==> src/rtl/bqr_pkg.sv <==
package bqr_pkg;

  localparam int DEPTH    = 16;
  localparam int IDX_W    = (DEPTH > 1) ? $clog2(DEPTH) : 1;
  localparam int FILL_W   = $clog2(DEPTH + 1);
  localparam int HANDLE_W = 32;
  localparam int CAP_W    = 5;
  localparam int MODE_W   = 2;
  localparam int CMP_W    = (CAP_W > FILL_W) ? CAP_W : FILL_W;

  localparam logic [CAP_W-1:0] CAP_RESET = CAP_W'(16);

  typedef enum logic [MODE_W-1:0] {
    MODE_INSERT = 2'd0,
    MODE_FETCH  = 2'd1,
    MODE_REMOVE = 2'd2
  } mode_t;

  typedef enum logic [1:0] {
    ST_OK        = 2'd0,
    ST_FULL      = 2'd1,
    ST_EMPTY     = 2'd2,
    ST_NOT_FOUND = 2'd3
  } status_t;

  // Command broadcast to every cell of the row.
  typedef struct packed {
    logic                ins_en;
    logic                shift_en;
    logic                rem_en;
    logic [HANDLE_W-1:0] handle;
    logic [FILL_W-1:0]   fill;
  } cell_cmd_t;

endpackage

==> src/rtl/bqr_if.sv <==
interface bqr_req_if;
  import bqr_pkg::*;

  logic                valid;
  logic                ready;
  logic [MODE_W-1:0]   mode;
  logic [HANDLE_W-1:0] handle;

  modport source (output valid, output mode, output handle, input ready);
  modport sink   (input valid, input mode, input handle, output ready);
endinterface

interface bqr_rsp_if;
  import bqr_pkg::*;

  logic                valid;
  logic                ready;
  logic [1:0]          status;
  logic [HANDLE_W-1:0] fetched;
  logic [FILL_W-1:0]   fill;

  modport source (output valid, output status, output fetched, output fill, input ready);
  modport sink   (input valid, input status, input fetched, input fill, output ready);
endinterface

==> src/rtl/bqr_cell.sv <==
module bqr_cell (
  input  logic                          clk,
  input  bqr_pkg::cell_cmd_t            cmd_i,
  input  logic [bqr_pkg::IDX_W-1:0]     idx_i,
  input  logic [bqr_pkg::HANDLE_W-1:0]  nbr_i,
  input  logic                          hit_i,
  output logic [bqr_pkg::HANDLE_W-1:0]  data_o,
  output logic                          hit_o
);
  import bqr_pkg::*;

  logic [HANDLE_W-1:0] data_r;
  logic                held;
  logic                match;

  // Cell holds a live entry when its position lies below the fill.
  assign held   = FILL_W'(idx_i) < cmd_i.fill;
  assign match  = cmd_i.rem_en & held & (data_r == cmd_i.handle);
  assign hit_o  = hit_i | match;
  assign data_o = data_r;

  // Fetch shifts in from the neighbour, remove from the matching cell onwards; insert loads at the fill.
  always_ff @(posedge clk) begin
    priority if (cmd_i.shift_en || (cmd_i.rem_en && hit_o)) begin
      data_r <= nbr_i;
    end else if (cmd_i.ins_en && (FILL_W'(idx_i) == cmd_i.fill)) begin
      data_r <= cmd_i.handle;
    end else begin
      data_r <= data_r;
    end
  end

endmodule

==> src/rtl/bounded_queue_with_remove.sv <==
// A result appears in the output register in the cycle after its request is accepted.
// Throughput: one request per cycle while the output is not stalled; every cell compares
//   and shifts in that cycle, with the match ripple along the row of DEPTH cells as the longest path.
// A new request is taken while a result waits, as long as the output register frees up.
// Reset (rst_n low, synchronous): fill to zero, output empty, capacity to 16.
//   Entry storage is not cleared; only entries below the fill are ever read.
module bounded_queue_with_remove (
  input  logic                        clk,
  input  logic                        rst_n,
  bqr_req_if.sink                     in_chan,
  bqr_rsp_if.source                   out_chan,
  input  logic                        cfg_we,
  input  logic [bqr_pkg::CAP_W-1:0]   cfg_wdata
);
  import bqr_pkg::*;

  // Queue state: position 0 of the cell row is always the head.
  logic [FILL_W-1:0]   fill_r;
  logic [FILL_W-1:0]   fill_nxt;
  logic [CAP_W-1:0]    cap_r;

  // Output register.
  logic                out_valid_r;
  status_t             out_status_r;
  logic [HANDLE_W-1:0] out_fetched_r;
  logic [FILL_W-1:0]   out_fill_r;

  logic                accept;
  logic [CMP_W-1:0]    limit;
  logic                can_ins;
  logic                not_empty;
  logic                found;
  status_t             status_nxt;
  logic [HANDLE_W-1:0] fetched_nxt;
  cell_cmd_t           cmd;

  logic [HANDLE_W-1:0] cell_data [DEPTH];
  logic [HANDLE_W-1:0] cell_nbr  [DEPTH];
  logic [DEPTH:0]      hit_chain;

  // Take a request whenever the output register is empty or being drained.
  assign in_chan.ready = !out_valid_r || out_chan.ready;
  assign accept        = in_chan.valid && in_chan.ready;

  // Saturate capacity at the number of cells.
  assign limit     = (CMP_W'(cap_r) > CMP_W'(DEPTH)) ? CMP_W'(DEPTH) : CMP_W'(cap_r);
  assign can_ins   = CMP_W'(fill_r) < limit;
  assign not_empty = fill_r != '0;

  // Broadcast the command; enables are gated so a rejected request leaves the row alone.
  always_comb begin
    cmd          = '0;
    cmd.handle   = in_chan.handle;
    cmd.fill     = fill_r;
    cmd.ins_en   = accept && (in_chan.mode == MODE_INSERT) && can_ins;
    cmd.shift_en = accept && (in_chan.mode == MODE_FETCH) && not_empty;
    cmd.rem_en   = accept && (in_chan.mode == MODE_REMOVE);
  end

  // Row of cells; the hit flag ripples from head to tail.
  assign hit_chain[0] = 1'b0;

  for (genvar g = 0; g < DEPTH; g++) begin : g_cell
    if (g == DEPTH - 1) begin : g_last
      assign cell_nbr[g] = '0;
    end else begin : g_mid
      assign cell_nbr[g] = cell_data[g+1];
    end

    bqr_cell u_cell (
      .clk    (clk),
      .cmd_i  (cmd),
      .idx_i  (IDX_W'(g)),
      .nbr_i  (cell_nbr[g]),
      .hit_i  (hit_chain[g]),
      .data_o (cell_data[g]),
      .hit_o  (hit_chain[g+1])
    );
  end

  assign found = hit_chain[DEPTH];

  // Result and new fill for the request on the channel.
  always_comb begin
    status_nxt  = ST_OK;
    fetched_nxt = '0;
    fill_nxt    = fill_r;
    unique case (in_chan.mode)
      MODE_INSERT: begin
        if (can_ins) begin
          fill_nxt = fill_r + FILL_W'(1);
        end else begin
          status_nxt = ST_FULL;
        end
      end
      MODE_FETCH: begin
        if (not_empty) begin
          fetched_nxt = cell_data[0];
          fill_nxt    = fill_r - FILL_W'(1);
        end else begin
          status_nxt = ST_EMPTY;
        end
      end
      MODE_REMOVE: begin
        if (found) begin
          fill_nxt = fill_r - FILL_W'(1);
        end else begin
          status_nxt = ST_NOT_FOUND;
        end
      end
      default: begin
        // unused code: hold everything, report ok
        status_nxt = ST_OK;
      end
    endcase
  end

  // Control state.
  always_ff @(posedge clk) begin
    if (!rst_n) begin
      fill_r      <= '0;
      cap_r       <= CAP_RESET;
      out_valid_r <= 1'b0;
    end else begin
      if (cfg_we) begin
        cap_r <= cfg_wdata;
      end
      if (accept) begin
        fill_r      <= fill_nxt;
        out_valid_r <= 1'b1;
      end else if (out_chan.ready) begin
        out_valid_r <= 1'b0;
      end
    end
  end

  // Result payload: load on accept, hold while stalled.
  always_ff @(posedge clk) begin
    if (accept) begin
      out_status_r  <= status_nxt;
      out_fetched_r <= fetched_nxt;
      out_fill_r    <= fill_nxt;
    end
  end

  assign out_chan.valid   = out_valid_r;
  assign out_chan.status  = out_status_r;
  assign out_chan.fetched = out_fetched_r;
  assign out_chan.fill    = out_fill_r;

endmodule

==> src/flat_wrapper.sv <==
// flat-port wrapper written by rule: the top's interface ports become plain ports
module bounded_queue_with_remove_flat import bqr_pkg::*;
  (clk, rst_n, cfg_we, cfg_wdata, in_chan_valid, in_chan_mode, in_chan_handle, in_chan_ready, out_chan_valid, out_chan_status, out_chan_fetched, out_chan_fill, out_chan_ready);
  bqr_req_if in_chan_i ();
  bqr_rsp_if out_chan_i ();
  input  logic clk;
  input  logic rst_n;
  input  logic cfg_we;
  input  logic [bqr_pkg::CAP_W-1:0] cfg_wdata;
  input wire logic [$bits(in_chan_i.valid)-1:0] in_chan_valid;
  input wire logic [$bits(in_chan_i.mode)-1:0] in_chan_mode;
  input wire logic [$bits(in_chan_i.handle)-1:0] in_chan_handle;
  output wire logic [$bits(in_chan_i.ready)-1:0] in_chan_ready;
  output wire logic [$bits(out_chan_i.valid)-1:0] out_chan_valid;
  output wire logic [$bits(out_chan_i.status)-1:0] out_chan_status;
  output wire logic [$bits(out_chan_i.fetched)-1:0] out_chan_fetched;
  output wire logic [$bits(out_chan_i.fill)-1:0] out_chan_fill;
  input wire logic [$bits(out_chan_i.ready)-1:0] out_chan_ready;
  assign in_chan_i.valid = in_chan_valid;
  assign in_chan_i.mode = in_chan_mode;
  assign in_chan_i.handle = in_chan_handle;
  assign in_chan_ready = in_chan_i.ready;
  assign out_chan_valid = out_chan_i.valid;
  assign out_chan_status = out_chan_i.status;
  assign out_chan_fetched = out_chan_i.fetched;
  assign out_chan_fill = out_chan_i.fill;
  assign out_chan_i.ready = out_chan_ready;
  bounded_queue_with_remove u_core (.clk(clk), .rst_n(rst_n), .in_chan(in_chan_i), .out_chan(out_chan_i), .cfg_we(cfg_we), .cfg_wdata(cfg_wdata));
endmodule
==> config.mk <==
export PLATFORM = sky130hd
export DESIGN_NAME = bounded_queue_with_remove_flat
export DESIGN_NICKNAME = d
export VERILOG_FILES = /design/src/rtl/bqr_pkg.sv /design/src/rtl/bqr_if.sv /design/src/rtl/bqr_cell.sv /design/src/rtl/bounded_queue_with_remove.sv /design/src/flat_wrapper.sv
export SDC_FILE = /design/constraint.sdc
export NUM_CORES = 1
export LEC_CHECK = 0
export BUFFER_PORTS_ARGS = -buffer_cell sky130_fd_sc_hd__buf_2
export CORE_UTILIZATION = 30
export CTS_BUF_LIST = sky130_fd_sc_hd__clkbuf_16
export DETAILED_ROUTE_END_ITERATION = 10
export PLACE_DENSITY = 0.43
export SETUP_SLACK_MARGIN = 0.4
export SLEW_MARGIN = 20
export SYNTH_ARGS = -nofsm -noshare
export SYNTH_HDL_FRONTEND = slang
export SYNTH_SLANG_ARGS = --single-unit
==> constraint.sdc <==
create_clock -name clk -period 8.6 [get_ports clk]
set_input_delay 0.43 -clock clk [delete_from_list [all_inputs] [get_ports clk]]
set_output_delay 0.43 -clock clk [all_outputs]
set_load 0.03 [all_outputs]
==> flow_metrics.py <==
metrics = {
    "placement": {
        "post-dp-hpwl_mm": 80.05,
        "place_area_mm2": 0.03284,
        "io_buffers": 84,
        "routabilityCongestion": 0.8759,
    },
    "worst_setup_path": {
        "worstPathArrival_ns": 5.97,
        "crit_chain": "inv_1 -> ha_1 -> or4b_1 -> nand2_1 -> nor2_2 -> nand2_2 -> or3b_2 -> buf_4 -> nor3_4 -> buf_4 -> nand3_2 -> o21bai_2 -> buf_4",
        "startpoint_type": "flip-flop",
        "cp_top_family": "simple AND/OR/NAND/NOR gates",
        "endpoint_kind": "flip-flop",
        "cp_slowest_cell": "nand3_2",
        "slowest_delay_ns": 0.79,
        "cp_num_buf_inv": 4,
        "r2r_slack_ns": 2.96,
        "setup.worst_path.class": "reg -> reg",
        "required_ns": 8.93,
        "crit_fanout": 38,
        "path_common_cell": "buf_4",
    },
    "timing": {
        "maxSlewViolCount": 0,
        "fmax_mhz": 177.3,
        "fin_skew_ns": 0.03516,
        "fin_tns_setup_ns": 0,
        "post-route-min-period_ns": 5.639,
        "hold_viol": 0,
        "min_period_over_period": 0.6557,
        "setup_viol_count_final": 0,
        "rsz0062_at_grt": "no",
        "relSlewSlack": 0.2958,
        "worst_pin_slew_ns": 1.052,
        "whs_ns": 0.04904,
    },
    "power": {
        "p_sw_mw": 1.860,
        "p_sw_frac": 0.2665,
        "leakage_nw": 11.39,
        "p_seq_frac": 0.459,
        "intPower_mw": 5.121,
        "powerDensity_mw_per_mm2": 199.1,
        "share_comb_of_total_power": 0.130,
        "peakVddDrop_v": 0.0001233,
        "p_clk_frac": 0.411,
    },
    "routing": {
        "detail_route.first_pass.iterations": 6,
        "drt-vias-per-instance": 5.219,
        "wl_per_cell_um": 29.92,
        "vias": 19907,
        "drtAntennaViolNets": 0,
        "drt_iter0_drc": 1906,
        "drc_errors": 0,
        "wirelength_mm": 114.1,
    },
    "final_layout": {
        "drive_gt1_frac": 0.3031,
        "fin_area_mm2": 0.03507,
        "final_nets": 2443,
        "area_delta_synth_final_pct": 12.49,
        "postLayoutCoreUtil": 0.3427,
    },
    "clock_network": {
        "clock_latency_ns": 0.63,
        "numCtsBuffers": 71,
        "cts_sinks": 562,
        "hold_buffers": 0,
        "post-cts-setup-buffers": 0,
        "root_buffer": "clkbuf_16",
        "clk_path_buf_depth": 3,
        "tritoncts": "yes",
        "cts-htree-levels": 3,
        "clk_pin_slew_worst_paths_ns": 0.06,
        "cts_resized": 0,
    },
    "min_path": {
        "hp-class": "in -> reg",
    },
    "die": {
        "io_pins": 85,
        "start_util": 0.3047,
        "die_area_mm2": 0.1052,
        "rows": 117,
        "fp.dieW_um": 324.4,
        "die_height_um": 324.4,
        "coreArea_mm2": 0.1023,
    },
    "synthesis": {
        "synth_top_area_frac": 0.4999,
        "syn-num-nets": 2426,
        "synth_area_leader_cell": "edfxtp_1",
        "syn-cell-area_mm2": 0.03117,
        "ys_warn_count": 0,
        "ys_types": 73,
        "synth-seq-cells": 562,
        "netlist_instances": 2373,
        "synth-main-ff-cell": "edfxtp_1",
        "synth-edff-count": 519,
        "async_flop_share": 0,
        "yosys-top-cells-area": "edfxtp_1 (50%), mux2_2 (16%), xnor2_1 (9.3%)",
        "ys_seq_area_frac": 0.5275,
        "syn_avg_cell_area_um2": 13.14,
    },
    "flow_run": {
        "maxCapViolations": 0,
    },
    "grt": {
        "grt_pass1_wl_mm": 159.5,
        "met2_usage": 0.3466,
        "antenna_found_initial": 5,
        "grt_pass1_vias": 20231,
        "grt_use_met3": 0.02956,
        "grt_max_degree": 44,
        "grt_overflow": 0,
        "grt-busiest-layer": "met2",
        "grt_usage": 0.2119,
        "met1_usage": 0.2929,
    },
    "run_status": {
        "status": "completed",
    },
}
## tightest hold or removal path, cell delays in order
cell      delay [ns]
buf_2           0.07
nand2_1         0.05
o211ai_1        0.06
## cells in the mapped netlist, drive strengths merged (5+ instances only)
cell type and instances:
nor4b 8, or4 11, edfxtp 519, o2111ai 5
xor2 185, and2 35, nor4 73, xnor2 332
nand3 29, a21oi 46, buf 146, nor2b 7
inv 13, ha 9, nor3 19, nand4 114
mux2 481, o21ai 20, nor2 30, clkbuf 65
nand2 110, dfxtp 43
## layer usage
metal / wire length, um / part of all wire / up-vias
li1: - / - / 8744
met1: 51750 / 0.45 / 10336
met2: 53990 / 0.47 / 706
met3: 5968 / 0.052 / 121
met4: 2416 / 0.021 / 0
met5: 0 / 0 / -
## placed cells by master, fill, tap and decap left out, types with 4 or more instances in the layout
cell type and instances:
a21oi_1 46, and2_1 35, and3_1 4, buf_2 84
buf_4 68, bufinv_16 4, clkbuf_16 73, clkinv_1 19
clkinv_2 5, clkinvlp_4 4, dfxtp_1 43, edfxtp_1 519
ha_1 9, inv_1 31, mux2_1 18, mux2_2 434
mux2_4 29, mux2i_1 4, nand2_1 109, nand3_1 27
nand4_1 114, nor2_1 28, nor2b_1 5, nor3_1 17
nor4_1 71, nor4b_1 8, o2111ai_1 4, o21ai_0 12
o21ai_2 4, or3_1 4, or4_1 11, xnor2_1 332
xor2_1 185
## logic make-up after synthesis
group,synth area share
AND/OR/NAND/NOR,0.08525
adder cells (fa/ha/maj),0.003612
buffers and inverters,0.03753
flip-flops,0.5275
XOR/XNOR,0.1452
multiplexers,0.1785
AO/OA/AOI/OAI,0.02232
## worst paths after layout
path                                                          from                            endpoint  cells past startpoint
worst min-delay path                                  cfg_wdata[4]                     u_core.cap_r[4]                      3
worst max register to register                    u_core.fill_r[1]  u_core.g_cell[9].u_cell.data_o[13]                     13
worst min register to register  u_core.g_cell[15].u_cell.data_o[3]  u_core.g_cell[15].u_cell.data_o[3]                      2
worst max-delay path                              u_core.fill_r[1]  u_core.g_cell[9].u_cell.data_o[13]                     13
## power by group through the flow
stage	Clock [mW]	Sequential, mW	Combinational [mW]
after floorplan	0	3.25	0.592
after global placement	0	3.26	0.899
after detailed placement	0	3.26	0.900
after CTS	2.94	3.20	0.907
after global routing	3.04	3.21	0.960
final	2.87	3.20	0.906
## cell type report
class                           instances  area, um2
Timing Repair Buffer                  155       1013
Multi-Input combinational cell       1587      13650
Fill cell                            9991      67260
Antenna cell                            1      2.502
Tap cell                             1368       1712
Clock buffer                           73       1827
Clock inverter                         55      367.9
Inverter                               13      48.80
Sequential cell                       562      16450
## per-stage QoR
step / setup slack (ns) / total power [mW] / std cells
after floorplan: 3.644 / 3.840 / 2373
after global placement: 2.965 / 4.159 / 3682
after detailed placement: 3.028 / 4.158 / 3684
after CTS: 3.053 / 7.044 / 3812
after global routing: 2.760 / 7.203 / 3813
final: 2.961 / 6.981 / 3814
## registers in the layout, indices dropped and copies added, names as in the netlist
| name | cells |
|---|---|
| u_core.out_chan.fetched | 32 |
| u_core.cap_r | 5 |
| u_core.out_chan.status | 2 |
| u_core.out_chan.fill | 5 |
| u_core.out_chan.valid | 1 |
| u_core.fill_r | 5 |
| u_core.g_cell.u_cell.data_o | 512 |
No activity file was read; power rests on OpenSTA's default activity.
